File: config.mk
export PLATFORM = sky130hd
export DESIGN_NAME = sm4_block_cipher_flat
export DESIGN_NICKNAME = d
export VERILOG_FILES = /design/src/rtl/core/sm4_pkg.sv /design/src/rtl/core/sm4_if.sv /design/src/rtl/core/sm4_ram.sv /design/src/rtl/core/sm4_cell.sv /design/src/rtl/core/sm4_block_cipher.sv /design/src/flat_wrapper.sv
export SDC_FILE = /design/constraint.sdc
export NUM_CORES = 2
export LEC_CHECK = 0
export CAP_MARGIN = 20
export CORE_UTILIZATION = 42
export DETAILED_ROUTE_END_ITERATION = 7
export DONT_BUFFER_PORTS = 1
export PLACE_DENSITY_LB_ADDON = 0.2
export SYNTH_ARGS = -nofsm -noshare
export SYNTH_HDL_FRONTEND = slang
export SYNTH_HIERARCHICAL = 1
export SYNTH_SLANG_ARGS = --single-unit
File: constraint.sdc
create_clock -name clk -period 19.4 [get_ports clk]
set_input_delay 1.94 -clock clk [delete_from_list [all_inputs] [get_ports clk]]
set_output_delay 1.94 -clock clk [all_outputs]
set_load 0.02 [all_outputs]
File: src/rtl/core/sm4_pkg.sv
// Types, constants and functions of the SM4 cipher block.
// Depends on nothing; used by sm4_cell, sm4_block_cipher and the bench.
package sm4_pkg;

  localparam int unsigned NumRounds = 32;
  localparam int unsigned RndW = 5;

  typedef logic [31:0] word_t;
  typedef logic [RndW-1:0] rnd_t;

  typedef enum logic [1:0] {
    CFG_KEY_HIGH = 2'd0,
    CFG_KEY_LOW = 2'd1,
    CFG_DECRYPT_MODE = 2'd2
  } cfg_idx_t;

  // Control passed from the sequencer to every round cell.
  typedef struct packed {
    logic load;
    logic step;
    logic key_mode;
  } cell_ctrl_t;

  localparam word_t Fk0 = 32'ha3b1bac6;
  localparam word_t Fk1 = 32'h56aa3350;
  localparam word_t Fk2 = 32'h677d9197;
  localparam word_t Fk3 = 32'hb27022dc;

  localparam logic [7:0] Sbox [256] = '{
    8'hd6, 8'h90, 8'he9, 8'hfe, 8'hcc, 8'he1, 8'h3d, 8'hb7,
    8'h16, 8'hb6, 8'h14, 8'hc2, 8'h28, 8'hfb, 8'h2c, 8'h05,
    8'h2b, 8'h67, 8'h9a, 8'h76, 8'h2a, 8'hbe, 8'h04, 8'hc3,
    8'haa, 8'h44, 8'h13, 8'h26, 8'h49, 8'h86, 8'h06, 8'h99,
    8'h9c, 8'h42, 8'h50, 8'hf4, 8'h91, 8'hef, 8'h98, 8'h7a,
    8'h33, 8'h54, 8'h0b, 8'h43, 8'hed, 8'hcf, 8'hac, 8'h62,
    8'he4, 8'hb3, 8'h1c, 8'ha9, 8'hc9, 8'h08, 8'he8, 8'h95,
    8'h80, 8'hdf, 8'h94, 8'hfa, 8'h75, 8'h8f, 8'h3f, 8'ha6,
    8'h47, 8'h07, 8'ha7, 8'hfc, 8'hf3, 8'h73, 8'h17, 8'hba,
    8'h83, 8'h59, 8'h3c, 8'h19, 8'he6, 8'h85, 8'h4f, 8'ha8,
    8'h68, 8'h6b, 8'h81, 8'hb2, 8'h71, 8'h64, 8'hda, 8'h8b,
    8'hf8, 8'heb, 8'h0f, 8'h4b, 8'h70, 8'h56, 8'h9d, 8'h35,
    8'h1e, 8'h24, 8'h0e, 8'h5e, 8'h63, 8'h58, 8'hd1, 8'ha2,
    8'h25, 8'h22, 8'h7c, 8'h3b, 8'h01, 8'h21, 8'h78, 8'h87,
    8'hd4, 8'h00, 8'h46, 8'h57, 8'h9f, 8'hd3, 8'h27, 8'h52,
    8'h4c, 8'h36, 8'h02, 8'he7, 8'ha0, 8'hc4, 8'hc8, 8'h9e,
    8'hea, 8'hbf, 8'h8a, 8'hd2, 8'h40, 8'hc7, 8'h38, 8'hb5,
    8'ha3, 8'hf7, 8'hf2, 8'hce, 8'hf9, 8'h61, 8'h15, 8'ha1,
    8'he0, 8'hae, 8'h5d, 8'ha4, 8'h9b, 8'h34, 8'h1a, 8'h55,
    8'had, 8'h93, 8'h32, 8'h30, 8'hf5, 8'h8c, 8'hb1, 8'he3,
    8'h1d, 8'hf6, 8'he2, 8'h2e, 8'h82, 8'h66, 8'hca, 8'h60,
    8'hc0, 8'h29, 8'h23, 8'hab, 8'h0d, 8'h53, 8'h4e, 8'h6f,
    8'hd5, 8'hdb, 8'h37, 8'h45, 8'hde, 8'hfd, 8'h8e, 8'h2f,
    8'h03, 8'hff, 8'h6a, 8'h72, 8'h6d, 8'h6c, 8'h5b, 8'h51,
    8'h8d, 8'h1b, 8'haf, 8'h92, 8'hbb, 8'hdd, 8'hbc, 8'h7f,
    8'h11, 8'hd9, 8'h5c, 8'h41, 8'h1f, 8'h10, 8'h5a, 8'hd8,
    8'h0a, 8'hc1, 8'h31, 8'h88, 8'ha5, 8'hcd, 8'h7b, 8'hbd,
    8'h2d, 8'h74, 8'hd0, 8'h12, 8'hb8, 8'he5, 8'hb4, 8'hb0,
    8'h89, 8'h69, 8'h97, 8'h4a, 8'h0c, 8'h96, 8'h77, 8'h7e,
    8'h65, 8'hb9, 8'hf1, 8'h09, 8'hc5, 8'h6e, 8'hc6, 8'h84,
    8'h18, 8'hf0, 8'h7d, 8'hec, 8'h3a, 8'hdc, 8'h4d, 8'h20,
    8'h79, 8'hee, 8'h5f, 8'h3e, 8'hd7, 8'hcb, 8'h39, 8'h48
  };

  // CK[i] byte j is (4i + j) * 7 mod 256.
  function automatic word_t chain_const(input rnd_t idx);
    logic [7:0] b0;
    logic [7:0] b1;
    logic [7:0] b2;
    logic [7:0] b3;
    b0 = 8'({idx, 2'd0} * 7);
    b1 = 8'({idx, 2'd1} * 7);
    b2 = 8'({idx, 2'd2} * 7);
    b3 = 8'({idx, 2'd3} * 7);
    return {b0, b1, b2, b3};
  endfunction

  function automatic word_t sub_word(input word_t a);
    return {Sbox[a[31:24]], Sbox[a[23:16]], Sbox[a[15:8]], Sbox[a[7:0]]};
  endfunction

  function automatic word_t rotl(input word_t v, input int unsigned n);
    return (v << n) | (v >> (32 - n));
  endfunction

endpackage

File: src/rtl/core/sm4_if.sv
// Valid/ready channel interfaces for the SM4 block: data items and register writes.
// Depends on nothing.
interface sm4_data_if;
  logic valid;
  logic ready;
  logic [63:0] high;
  logic [63:0] low;
  modport source (output valid, output high, output low, input ready);
  modport sink (input valid, input high, input low, output ready);
endinterface

interface sm4_cfg_if;
  logic valid;
  logic ready;
  logic [1:0] index;
  logic [63:0] data;
  modport source (output valid, output index, output data, input ready);
  modport sink (input valid, input index, input data, output ready);
endinterface

File: src/rtl/core/sm4_ram.sv
// Generic single-port RAM with registered read, used for the round key store.
// Depends on nothing.
module sm4_ram #(
  parameter int unsigned Width = 32,
  parameter int unsigned Depth = 32
) (
  input  logic                     clk,
  input  logic                     we,
  input  logic [$clog2(Depth)-1:0] addr,
  input  logic [Width-1:0]         wdata,
  output logic [Width-1:0]         rdata
);
  logic [Width-1:0] mem [Depth];

  always_ff @(posedge clk) begin
    if (we) begin
      mem[addr] <= wdata;
    end
    rdata <= mem[addr];
  end
endmodule

File: src/rtl/core/sm4_cell.sv
// One SM4 word cell of the four-cell chain; the last cell computes the round function.
// Depends on sm4_pkg.
module sm4_cell #(
  parameter bit Last = 1'b0
) (
  input  logic                clk,
  input  sm4_pkg::cell_ctrl_t ctrl,
  input  sm4_pkg::word_t      load_word,
  input  sm4_pkg::word_t      chain_in,
  input  sm4_pkg::word_t      head_word,
  input  sm4_pkg::word_t      mix_in,
  input  sm4_pkg::word_t      round_key,
  output sm4_pkg::word_t      word_out
);
  sm4_pkg::word_t word_r;
  sm4_pkg::word_t word_nxt;
  sm4_pkg::word_t sb;
  sm4_pkg::word_t lin;

  // mix_in is the xor of words w[1], w[2] and w[3]; the last cell closes the round.
  always_comb begin
    sb = sm4_pkg::sub_word(mix_in ^ round_key);
    if (ctrl.key_mode) begin
      lin = sb ^ sm4_pkg::rotl(sb, 13) ^ sm4_pkg::rotl(sb, 23);
    end else begin
      lin = sb ^ sm4_pkg::rotl(sb, 2) ^ sm4_pkg::rotl(sb, 10)
          ^ sm4_pkg::rotl(sb, 18) ^ sm4_pkg::rotl(sb, 24);
    end
    word_nxt = word_r;
    if (ctrl.load) begin
      word_nxt = load_word;
    end else if (ctrl.step) begin
      word_nxt = Last ? (head_word ^ lin) : chain_in;
    end
  end

  always_ff @(posedge clk) begin
    word_r <= word_nxt;
  end

  assign word_out = word_r;
endmodule

File: src/rtl/core/sm4_block_cipher.sv
// SM4 block cipher top level: one round a cycle through a chain of four word cells.
// Each item is loaded, its first round key is read, then the rounds run and the result is
// registered for output; only then is a new item accepted, so items do not overlap.
// Key expansion runs after any key write and before the next item is processed.
// Reset (rst_n, synchronous, active low) clears keys, mode and control state.
// Depends on sm4_pkg, sm4_if, sm4_ram and sm4_cell.
module sm4_block_cipher (
  input logic clk,
  input logic rst_n,
  sm4_data_if.sink in_ch,
  sm4_data_if.source out_ch,
  sm4_cfg_if.sink cfg_ch
);
  typedef enum logic [2:0] {
    ST_IDLE, ST_KLOAD, ST_KEXP, ST_DPRE, ST_DLOAD, ST_DRUN, ST_OUT
  } state_t;

  state_t state_r;
  sm4_pkg::rnd_t cnt_r;
  logic keys_ready_r;
  logic decrypt_r;
  logic [63:0] key_high_r;
  logic [63:0] key_low_r;
  logic [63:0] blk_high_r;
  logic [63:0] blk_low_r;
  logic out_valid_r;
  logic [63:0] res_high_r;
  logic [63:0] res_low_r;

  sm4_pkg::cell_ctrl_t ctrl;
  sm4_pkg::word_t w [4];
  sm4_pkg::word_t ld [4];
  sm4_pkg::word_t mix;
  sm4_pkg::word_t rk;
  sm4_pkg::word_t ram_q;
  sm4_pkg::rnd_t ram_addr;
  sm4_pkg::rnd_t next_cnt;
  logic ram_we;

  assign cfg_ch.ready = 1'b1;
  assign in_ch.ready = (state_r == ST_IDLE);
  assign out_ch.valid = out_valid_r;
  assign out_ch.high = res_high_r;
  assign out_ch.low = res_low_r;

  assign next_cnt = cnt_r + 1'b1;

  always_comb begin
    ctrl.load = 1'b0;
    ctrl.step = 1'b0;
    ctrl.key_mode = 1'b0;
    ld[0] = blk_high_r[63:32];
    ld[1] = blk_high_r[31:0];
    ld[2] = blk_low_r[63:32];
    ld[3] = blk_low_r[31:0];
    rk = ram_q;
    case (state_r)
      ST_KLOAD: begin
        ctrl.load = 1'b1;
        ld[0] = key_high_r[63:32] ^ sm4_pkg::Fk0;
        ld[1] = key_high_r[31:0] ^ sm4_pkg::Fk1;
        ld[2] = key_low_r[63:32] ^ sm4_pkg::Fk2;
        ld[3] = key_low_r[31:0] ^ sm4_pkg::Fk3;
      end
      ST_KEXP: begin
        ctrl.step = 1'b1;
        ctrl.key_mode = 1'b1;
        rk = sm4_pkg::chain_const(cnt_r);
      end
      ST_DLOAD: ctrl.load = 1'b1;
      ST_DRUN: ctrl.step = 1'b1;
      default: ;
    endcase
  end

  // The store is written in the cycle after each key round, when the new word sits in cell 3.
  logic kwr_r;
  sm4_pkg::rnd_t kaddr_r;
  assign ram_we = kwr_r;
  always_comb begin
    if (kwr_r) begin
      ram_addr = kaddr_r;
    end else begin
      // Address of the key for the next round; the read is registered.
      ram_addr = (state_r == ST_DPRE) ? 5'd0 : next_cnt;
      if (state_r == ST_DLOAD) begin
        ram_addr = 5'd0;
      end
      if (decrypt_r) begin
        ram_addr = ~ram_addr;
      end
    end
  end

  assign mix = w[1] ^ w[2] ^ w[3];

  sm4_ram #(.Width(32), .Depth(sm4_pkg::NumRounds)) u_rk (
    .clk(clk), .we(ram_we), .addr(ram_addr), .wdata(w[3]), .rdata(ram_q)
  );

  for (genvar g = 0; g < 4; g++) begin : g_cell
    sm4_cell #(.Last(g == 3)) u_cell (
      .clk(clk), .ctrl(ctrl), .load_word(ld[g]),
      .chain_in((g == 3) ? w[0] : w[(g + 1) % 4]),
      .head_word(w[0]), .mix_in(mix), .round_key(rk), .word_out(w[g])
    );
  end

  always_ff @(posedge clk) begin
    if (!rst_n) begin
      state_r <= ST_IDLE;
      cnt_r <= '0;
      keys_ready_r <= 1'b0;
      decrypt_r <= 1'b0;
      key_high_r <= '0;
      key_low_r <= '0;
      out_valid_r <= 1'b0;
      kwr_r <= 1'b0;
      kaddr_r <= '0;
    end else begin
      kwr_r <= (state_r == ST_KEXP);
      kaddr_r <= cnt_r;
      if (cfg_ch.valid) begin
        case (cfg_ch.index)
          sm4_pkg::CFG_KEY_HIGH: begin
            key_high_r <= cfg_ch.data;
            keys_ready_r <= 1'b0;
          end
          sm4_pkg::CFG_KEY_LOW: begin
            key_low_r <= cfg_ch.data;
            keys_ready_r <= 1'b0;
          end
          sm4_pkg::CFG_DECRYPT_MODE: decrypt_r <= cfg_ch.data[0];
          default: ;
        endcase
      end
      if (out_valid_r && out_ch.ready && (state_r != ST_OUT)) begin
        out_valid_r <= 1'b0;
      end
      case (state_r)
        ST_IDLE: begin
          if (in_ch.valid) begin
            blk_high_r <= in_ch.high;
            blk_low_r <= in_ch.low;
            state_r <= keys_ready_r ? ST_DPRE : ST_KLOAD;
          end
        end
        ST_KLOAD: begin
          cnt_r <= '0;
          state_r <= ST_KEXP;
        end
        ST_KEXP: begin
          cnt_r <= next_cnt;
          if (cnt_r == 5'd31) begin
            keys_ready_r <= 1'b1;
            state_r <= ST_DPRE;
          end
        end
        ST_DPRE: begin
          // Waits out the last key write; the first key is read here when no write is due, and again in ST_DLOAD.
          cnt_r <= '0;
          state_r <= ST_DLOAD;
        end
        ST_DLOAD: state_r <= ST_DRUN;
        ST_DRUN: begin
          cnt_r <= next_cnt;
          if (cnt_r == 5'd31) begin
            state_r <= ST_OUT;
          end
        end
        ST_OUT: begin
          if (!out_valid_r || out_ch.ready) begin
            out_valid_r <= 1'b1;
            res_high_r <= {w[3], w[2]};
            res_low_r <= {w[1], w[0]};
            state_r <= ST_IDLE;
          end
        end
        default: state_r <= ST_IDLE;
      endcase
    end
  end
endmodule

File: src/flat_wrapper.sv
// flat-port wrapper written by rule: the top's interface ports become plain ports
module sm4_block_cipher_flat 
  (clk, rst_n, in_ch_valid, in_ch_high, in_ch_low, in_ch_ready, out_ch_valid, out_ch_high, out_ch_low, out_ch_ready, cfg_ch_valid, cfg_ch_index, cfg_ch_data, cfg_ch_ready);
  sm4_data_if in_ch_i ();
  sm4_data_if out_ch_i ();
  sm4_cfg_if cfg_ch_i ();
  input logic clk;
  input logic rst_n;
  input wire logic [$bits(in_ch_i.valid)-1:0] in_ch_valid;
  input wire logic [$bits(in_ch_i.high)-1:0] in_ch_high;
  input wire logic [$bits(in_ch_i.low)-1:0] in_ch_low;
  output wire logic [$bits(in_ch_i.ready)-1:0] in_ch_ready;
  output wire logic [$bits(out_ch_i.valid)-1:0] out_ch_valid;
  output wire logic [$bits(out_ch_i.high)-1:0] out_ch_high;
  output wire logic [$bits(out_ch_i.low)-1:0] out_ch_low;
  input wire logic [$bits(out_ch_i.ready)-1:0] out_ch_ready;
  input wire logic [$bits(cfg_ch_i.valid)-1:0] cfg_ch_valid;
  input wire logic [$bits(cfg_ch_i.index)-1:0] cfg_ch_index;
  input wire logic [$bits(cfg_ch_i.data)-1:0] cfg_ch_data;
  output wire logic [$bits(cfg_ch_i.ready)-1:0] cfg_ch_ready;
  assign in_ch_i.valid = in_ch_valid;
  assign in_ch_i.high = in_ch_high;
  assign in_ch_i.low = in_ch_low;
  assign in_ch_ready = in_ch_i.ready;
  assign out_ch_valid = out_ch_i.valid;
  assign out_ch_high = out_ch_i.high;
  assign out_ch_low = out_ch_i.low;
  assign out_ch_i.ready = out_ch_ready;
  assign cfg_ch_i.valid = cfg_ch_valid;
  assign cfg_ch_i.index = cfg_ch_index;
  assign cfg_ch_i.data = cfg_ch_data;
  assign cfg_ch_ready = cfg_ch_i.ready;
  sm4_block_cipher u_core (.clk(clk), .rst_n(rst_n), .in_ch(in_ch_i), .out_ch(out_ch_i), .cfg_ch(cfg_ch_i));
endmodule
# [After elaboration in Yosys (flattened, before gate mapping)]
# Memories as Yosys holds them, arrays and structs flattened. A register that Yosys moved wholly into a read port is not among the register bits.
# Index checks and enable logic that the tools add are counted.
[word_totals] ff_bits=529 n_memories=5 out_inout_bits=131 word_cells=131 ramBits=1024 rom_bits=8192 input_bits=199
[op_classes] n_reduce_logical=18 magnitude_cmp=4 addsub=1 mul=4 n_eq_ne=14 bitwise=25 n_mux=43
[memory_table] name="(name not given)" depth=256 word_bits=8 read_ports=1 rd_clocked_by_memory_dff=0 wr=0 line="sm4_pkg.sv:78" rtl="return {Sbox[a[31:24]], Sbox[a[23:16]], Sbox[a[15:8]], Sbox[a[7:0]]};"
[memory_table] name="(name not given)" depth=256 word_bits=8 read_ports=1 rd_clocked_by_memory_dff=0 wr=0 line="sm4_pkg.sv:78"
[memory_table] name="(name not given)" depth=256 word_bits=8 read_ports=1 rd_clocked_by_memory_dff=0 wr=0 line="sm4_pkg.sv:78"
[memory_table] name="(name not given)" depth=256 word_bits=8 read_ports=1 rd_clocked_by_memory_dff=0 wr=0 line="sm4_pkg.sv:78"
[memory_table] name="u_core.u_rk.mem" depth=32 word_bits=32 read_ports=1 rd_clocked_by_memory_dff=1 wr=1 line="sm4_ram.sv:13" rtl="logic [Width-1:0] mem [Depth];"
[ops] operator="$mux 32" n=10
[ops] operator="$xor 32x32->32" n=10
[ops] operator="$mux 128" n=1
[ops] operator="$mux 8" n=8
[ops] operator="$ge 9x9->1 const B" n=4
[ops] operator="$not 8->9" n=4
[ops] operator="$or 32x10->32" n=1
[ops] operator="$or 32x13->32" n=1
[ops] operator="$or 32x18->32" n=1
[ops] operator="$or 32x2->32" n=1
[ops] operator="$or 32x23->32" n=1
[ops] operator="$or 32x24->32" n=1
[ops] operator="$not 14->14" n=2
[ops] operator="$mux 5" n=5
[ops] operator="$pmux 3 s7" n=1
[ops] operator="$not 19->19" n=1
[ops] operator="$not 17->17" n=1
[ops] operator="$mul 7x3->8 const B" n=2
[ops] operator="$mux 1" n=12
[ops] operator="$mux 3" n=4
[ops] operator="$pmux 5 s2" n=1
[ops] operator="$eq 3x3->1 const B" n=3
[ops] operator="$reduce_or 2->1" n=4
[ops] operator="$mul 6x3->7 const B" n=1
[ops] operator="21 further kinds" n=29

# [Depth between registers and ports, before layout]
[logic_depth] ltp_word=16 depth_mapped=25

# [By module]
# The synthesis kept the hierarchy.
[modules_own_cells] mod="sm4_ram" area_per_inst_um2=39741.9 n_inst=1 cells_each=2107
[modules_own_cells] mod="sm4_cell (u_core.g_cell[3].u_cell)" area_per_inst_um2=17164.0 n_inst=1 cells_each=2562
[modules_own_cells] mod="sm4_block_cipher" area_per_inst_um2=16183.0 n_inst=1 cells_each=1339
[modules_own_cells] mod="sm4_cell (u_core.g_cell[0].u_cell ...)" area_per_inst_um2=1507.7 n_inst=3 cells_each=69

# [Worst setup path before layout]
# Ideal clock, no wire load.
[synth_path] kind="input-to-reg" from="in rst_n" to="reg u_core.res_high_r[0] (netlist: u_core/out_ch.high[0]) (enable)" path_slack_ps=11237 t_arrival_ps=7547 stages=3 n_path_buf=1 path_cell_list="clkbuf_1 nand2_1 nor2_1"
[synth_between] elab_chain_len=1
[synth_rtl] element="start: declaration" line="flat_wrapper.sv:8" rtl="input logic rst_n;"
[synth_rtl] element="$reduce_and 3->1 (no line)"
[synth_rtl] element="end signal: assignment" line="sm4_block_cipher.sv:174" rtl="res_high_r <= {w[3], w[2]};"
[synth_rtl] element="end: declaration" line="sm4_block_cipher.sv:27" rtl="logic [63:0] res_high_r;"
# Every way passes these cells.
# A chain may end at the register's enable or synchronous reset.

# [Final worst setup path]
[layout_path] from="reg u_core.state_r[1]" to="reg u_core.g_cell[3].u_cell.word_r[12] (data pin)"
[layout_between] elab_cells_between_ends=41 classes_between="3 x eq/ne; 15 x mux; 18 x bitwise; 1 x reduce/logical; 4 x memory"
[layout_lines] element="start: declaration" line="sm4_block_cipher.sv:18" rtl="state_t state_r;"
[layout_lines] element="start signal: assignment" line="sm4_block_cipher.sv:145" rtl="state_r <= keys_ready_r ? ST_DPRE : ST_KLOAD;"
[layout_lines] element="$eq 3x2->1 *" line="sm4_block_cipher.sv:57" rtl="case (state_r)"
[layout_lines] element="$mux 32 *" line="sm4_block_cipher.sv:57"
[layout_lines] element="via u_core.rk[17]" line="sm4_block_cipher.sv:34" rtl="sm4_pkg::word_t rk;"
[layout_lines] element="$xor 32x32->32 *"
[layout_lines] element="$not 8->9 *"
[layout_lines] element="$mem_v2 256x8 *"
[layout_lines] element="$mux 8 * (2 in a row)"
[layout_lines] element="$or 32x24->32 / $or 32x23->32 (equally long branches)"
[layout_lines] element="$xor 32x32->32"
[layout_lines] element="$mux 32 *"
[layout_lines] element="$xor 32x32->32 *"
[layout_lines] element="$mux 32 *" line="sm4_cell.sv:32" rtl="end else if (ctrl.step) begin"
[layout_lines] element="$mux 32 *" line="sm4_cell.sv:30" rtl="if (ctrl.load) begin"
[layout_lines] element="via u_core.g_cell[3].u_cell.word_nxt[12]" line="sm4_cell.sv:16" rtl="sm4_pkg::word_t word_nxt;"
[layout_lines] element="end signal: assignment" line="sm4_cell.sv:38" rtl="word_r <= word_nxt;"
[layout_lines] element="end: declaration" line="sm4_cell.sv:15" rtl="sm4_pkg::word_t word_r;"
# The timed path passes the listed nets; every way through them passes the cells marked *. The select of a mux whose other input is x is not followed.

==> key figures <==
Timing
  • Unrepaired setup endpoints after global routing: false
  • Pins Over Slew Limit: 0
  • Fin crit share: 38.71%
  • Slew HR: 16.94%
  • Fin. Hold Viols: 0
  • Fin worst setup slack: 11,890 ps
  • Setup TNS: 0 ps
  • Final Skew: 27.93 ps
  • Hold_ws: 448.8 ps
  • Fmax: 133.2 MHz
  • Min Tclk post-route: 7510 ps
  • Worst Tran Pin Value: 1246 ps
  • Setup violators final: 0

Floorplanning
  • Die Area: 186,500 um^2
  • I/O pin cnt: 330
  • CORE AREA: 183,300 um^2
  • Std-Cell Rows: 157
  • Initial Util: 42.35%
  • Die Span X: 431.9 um
  • Die height: 431.9 um

Clock tree
  • Max Buffers Root-to-Sink: 3
  • H-tree Lvls: 4
  • Post-CTS Setup Inserts: 0
  • Clk Latency, worst-skew pair: 790 ps
  • Root Buffer Master: clkbuf_16
  • Worst-path clk slew: 60 ps
  • CTS tree: done
  • # resized after CTS: 0
  • Cts hold-fix bufs: 0
  • Sink Count: 1,585
  • CTS Buf Count: 152

Setup path
  • Critical Path RT: 19,940 ps
  • Critical Path End Type: flip-flop
  • Crit path max fanout: 47
  • FF-to-FF Start: u_core/state_r[1]$_SDFFE_PN0P_
  • CP max-delay cell: a311oi_2
  • Critical path endpoint: u_core/g_cell[3].u_cell/word_out[12]$_DFFE_PP_
  • Most frequent CP cell: buf_4
  • Worst EP arrival: 8050 ps
  • R2R Path End: u_core/g_cell[3].u_cell/word_out[12]$_DFFE_PP_
  • Critical path's largest stage delay: 1040 ps
  • CP cell instances: inv_2 -> or3_4 -> nand2b_1 -> xor2_2 -> buf_4 -> clkinv_1 -> buf_4 -> ha_1 -> and2_1 -> or3_1 -> a311oi_1 -> a2111oi_0 -> a311oi_2 -> xnor3_1 -> xor2_1 -> o21ai_2 -> xnor2_1 -> mux2_2
  • R2R depth: 18
  • CP Depth: 18
  • Top delay family on crit path: compound AO/OA/AOI/OAI gates
  • Bufs and invs on worst path: 4
  • CP startpoint: u_core/state_r[1]$_SDFFE_PN0P_
  • Flop-to-flop setup slack: 11,890 ps
  • Startpoint types: flip-flop
  • Critical path class: reg2reg

Global route
  • Initial antenna violation count: 29
  • Largest net degree at the start of global routing: 149
  • Vias in the first global route: 51,497
  • Gr ovfl total: 0
  • Global Route Usage Sum: 30.36%
  • Global-route wire length before repair: 406,300 um

Logic synthesis
  • Yosys cell types: 111
  • Register bit total from synthesis: 1,585
  • Syn nets: 6,482
  • Ys flop type: edfxtp_1
  • Ys async rst share: 0%
  • Synth area leaders: edfxtp_1, mux2i_1, dfxtp_1
  • Average size of a mapped cell: 12.49 um^2
  • Sequential-to-total area share from yosys stat: 59.04%
  • Cell taking the most area after synthesis: edfxtp_1
  • Post-Synthesis Cells: 6,215
  • Synth top area share: 54.48%
  • Syn Std Cell Area: 77,610 um^2
  • Yosys warnings: 6
  • Post-synth EDFFs: 1,408

Drt
  • DRT antenna net count: 0
  • Wire length per cell: 33.63 um
  • WL final: 291,200 um
  • Via count: 56,174
  • Router iterations before antenna repair: 6
  • DRC errors left: 0
  • Initial DRC count: 8,435
  • Via density per instance: 6.487

Flow run
  • Number of max-cap violations: 0

Min path
  • Hold_sp: u_core/key_low_r[57]$_SDFFE_PN0P_
  • Worst Hold Class: reg2reg

Place
  • Post-place setup slack: 12,040 ps
  • Port buffer count: 0
  • GP Congestion: 0.9922
  • DPL Wire Length: 187,600 um
  • Placed Instances: 8,361

Finish
  • Non-filler cells, final: 8,660
  • Layout area overhead: 9.908%
  • Fin nets: 6,319
  • Commonest non-fill, non-tap cells in the layout: edfxtp_1, nand2_1, mux2i_1
  • Layout cells sized above 1: 12.06%
  • Commonest non-fill, non-tap cell in the layout: edfxtp_1

Run status
  • Result of the run: finished, final reports clean
[worst register-to-register path: stages, from the launching register on]
cell       delay (ps)
dfxtp_1           720
inv_2             160
or3_4             580
nand2b_1          390
xor2_2            290
buf_4             390
clkinv_1          240
buf_4             290
ha_1              560
and2_1            310
or3_1             370
a311oi_1          440
a2111oi_0         160
a311oi_2         1040
xnor3_1           630
xor2_1            170
o21ai_2           190
xnor2_1            90
mux2_2            260
[routing by layer]
| metal | vias up | GRT usage [%] | routed length (um) |
|---|---|---|---|
| met3 | 598 | 6.033 | 27710 |
| met5 | - | 0 | 121 |
| li1 | 23601 | - | - |
| met2 | 3433 | 46.08 | 130700 |
| met1 | 28524 | 42.95 | 120700 |
| met4 | 18 | 11.21 | 12030 |
[how the worst min path moves through the flow]
stage / endpoint / cells past startpoint
after floorplan: u_core/key_low_r[43]$_SDFFE_PN0P_ / 2
after global placement: u_core/key_low_r[44]$_SDFFE_PN0P_ / 2
after detailed placement: u_core/key_low_r[44]$_SDFFE_PN0P_ / 2
after CTS: u_core/key_low_r[44]$_SDFFE_PN0P_ / 2
after global routing: u_core/key_low_r[62]$_SDFFE_PN0P_ / 2
final: u_core/key_low_r[57]$_SDFFE_PN0P_ / 2
[logic make-up after synthesis]
kind of cell	share of synthesized area, %
DFF	59.04
AOI/OAI and AO/OA	13.29
and+or+nand+nor	8.162
muxes	10.86
buffers and inverters	3.734
xor gates and xnor gates	3.742
adders and majority gates	1.164
other	0.004832
[flip-flops by register name, indices dropped and copies added, names as in the netlist, 3 cells and up]
| register | count |
|---|---|
| u_core/u_rk/rdata | 32 |
| u_core/blk_high_r | 64 |
| u_core/cnt_r | 5 |
| u_core/out_ch.high | 64 |
| u_core/out_ch.low | 64 |
| u_core/key_high_r | 64 |
| u_core/g_cell.u_cell/word_out | 128 |
| u_core/kaddr_r | 5 |
| u_core/blk_low_r | 64 |
| u_core/u_rk/mem | 1024 |
| u_core/state_r | 3 |
| u_core/key_low_r | 64 |
[synthesized netlist by cell type, types with 107 or more instances]
library cell     n
edfxtp_1      1408
nand2_1        701
mux2i_1        564
o22ai_1        280
nor2_1         277
o21ai_0        234
buf_2          227
xnor2_1        220
a21oi_1        207
clkbuf_1       198
dfxtp_1        177
a21boi_0       124
nand3_1        109
nor3_1         107
[per-stage QoR]
stage | area (um^2) | util, %
6_report | 85300 | 46.54
5_1_grt | 85280 | 46.53
4_1_cts | 85250 | 46.52
3_5_place_dp | 80310 | 43.82
3_3_place_gp | 80240 | 43.78
2_1_floorplan | 77610 | -
[cell type report]
cell class                 instances  area [um^2]
clock buffer                     207         4268
clock inverter                    75        674.4
fill                           16299        97980
timing repair buffer             200         1570
inverter                          51        196.4
sequential                      1585        45820
antenna                           16        40.04
multi-input combinational       4062        29650
tap                             2464         3083
Power is not shown: default switching activity piles up to over one toggle a cycle in this logic, so the estimate is an artifact.
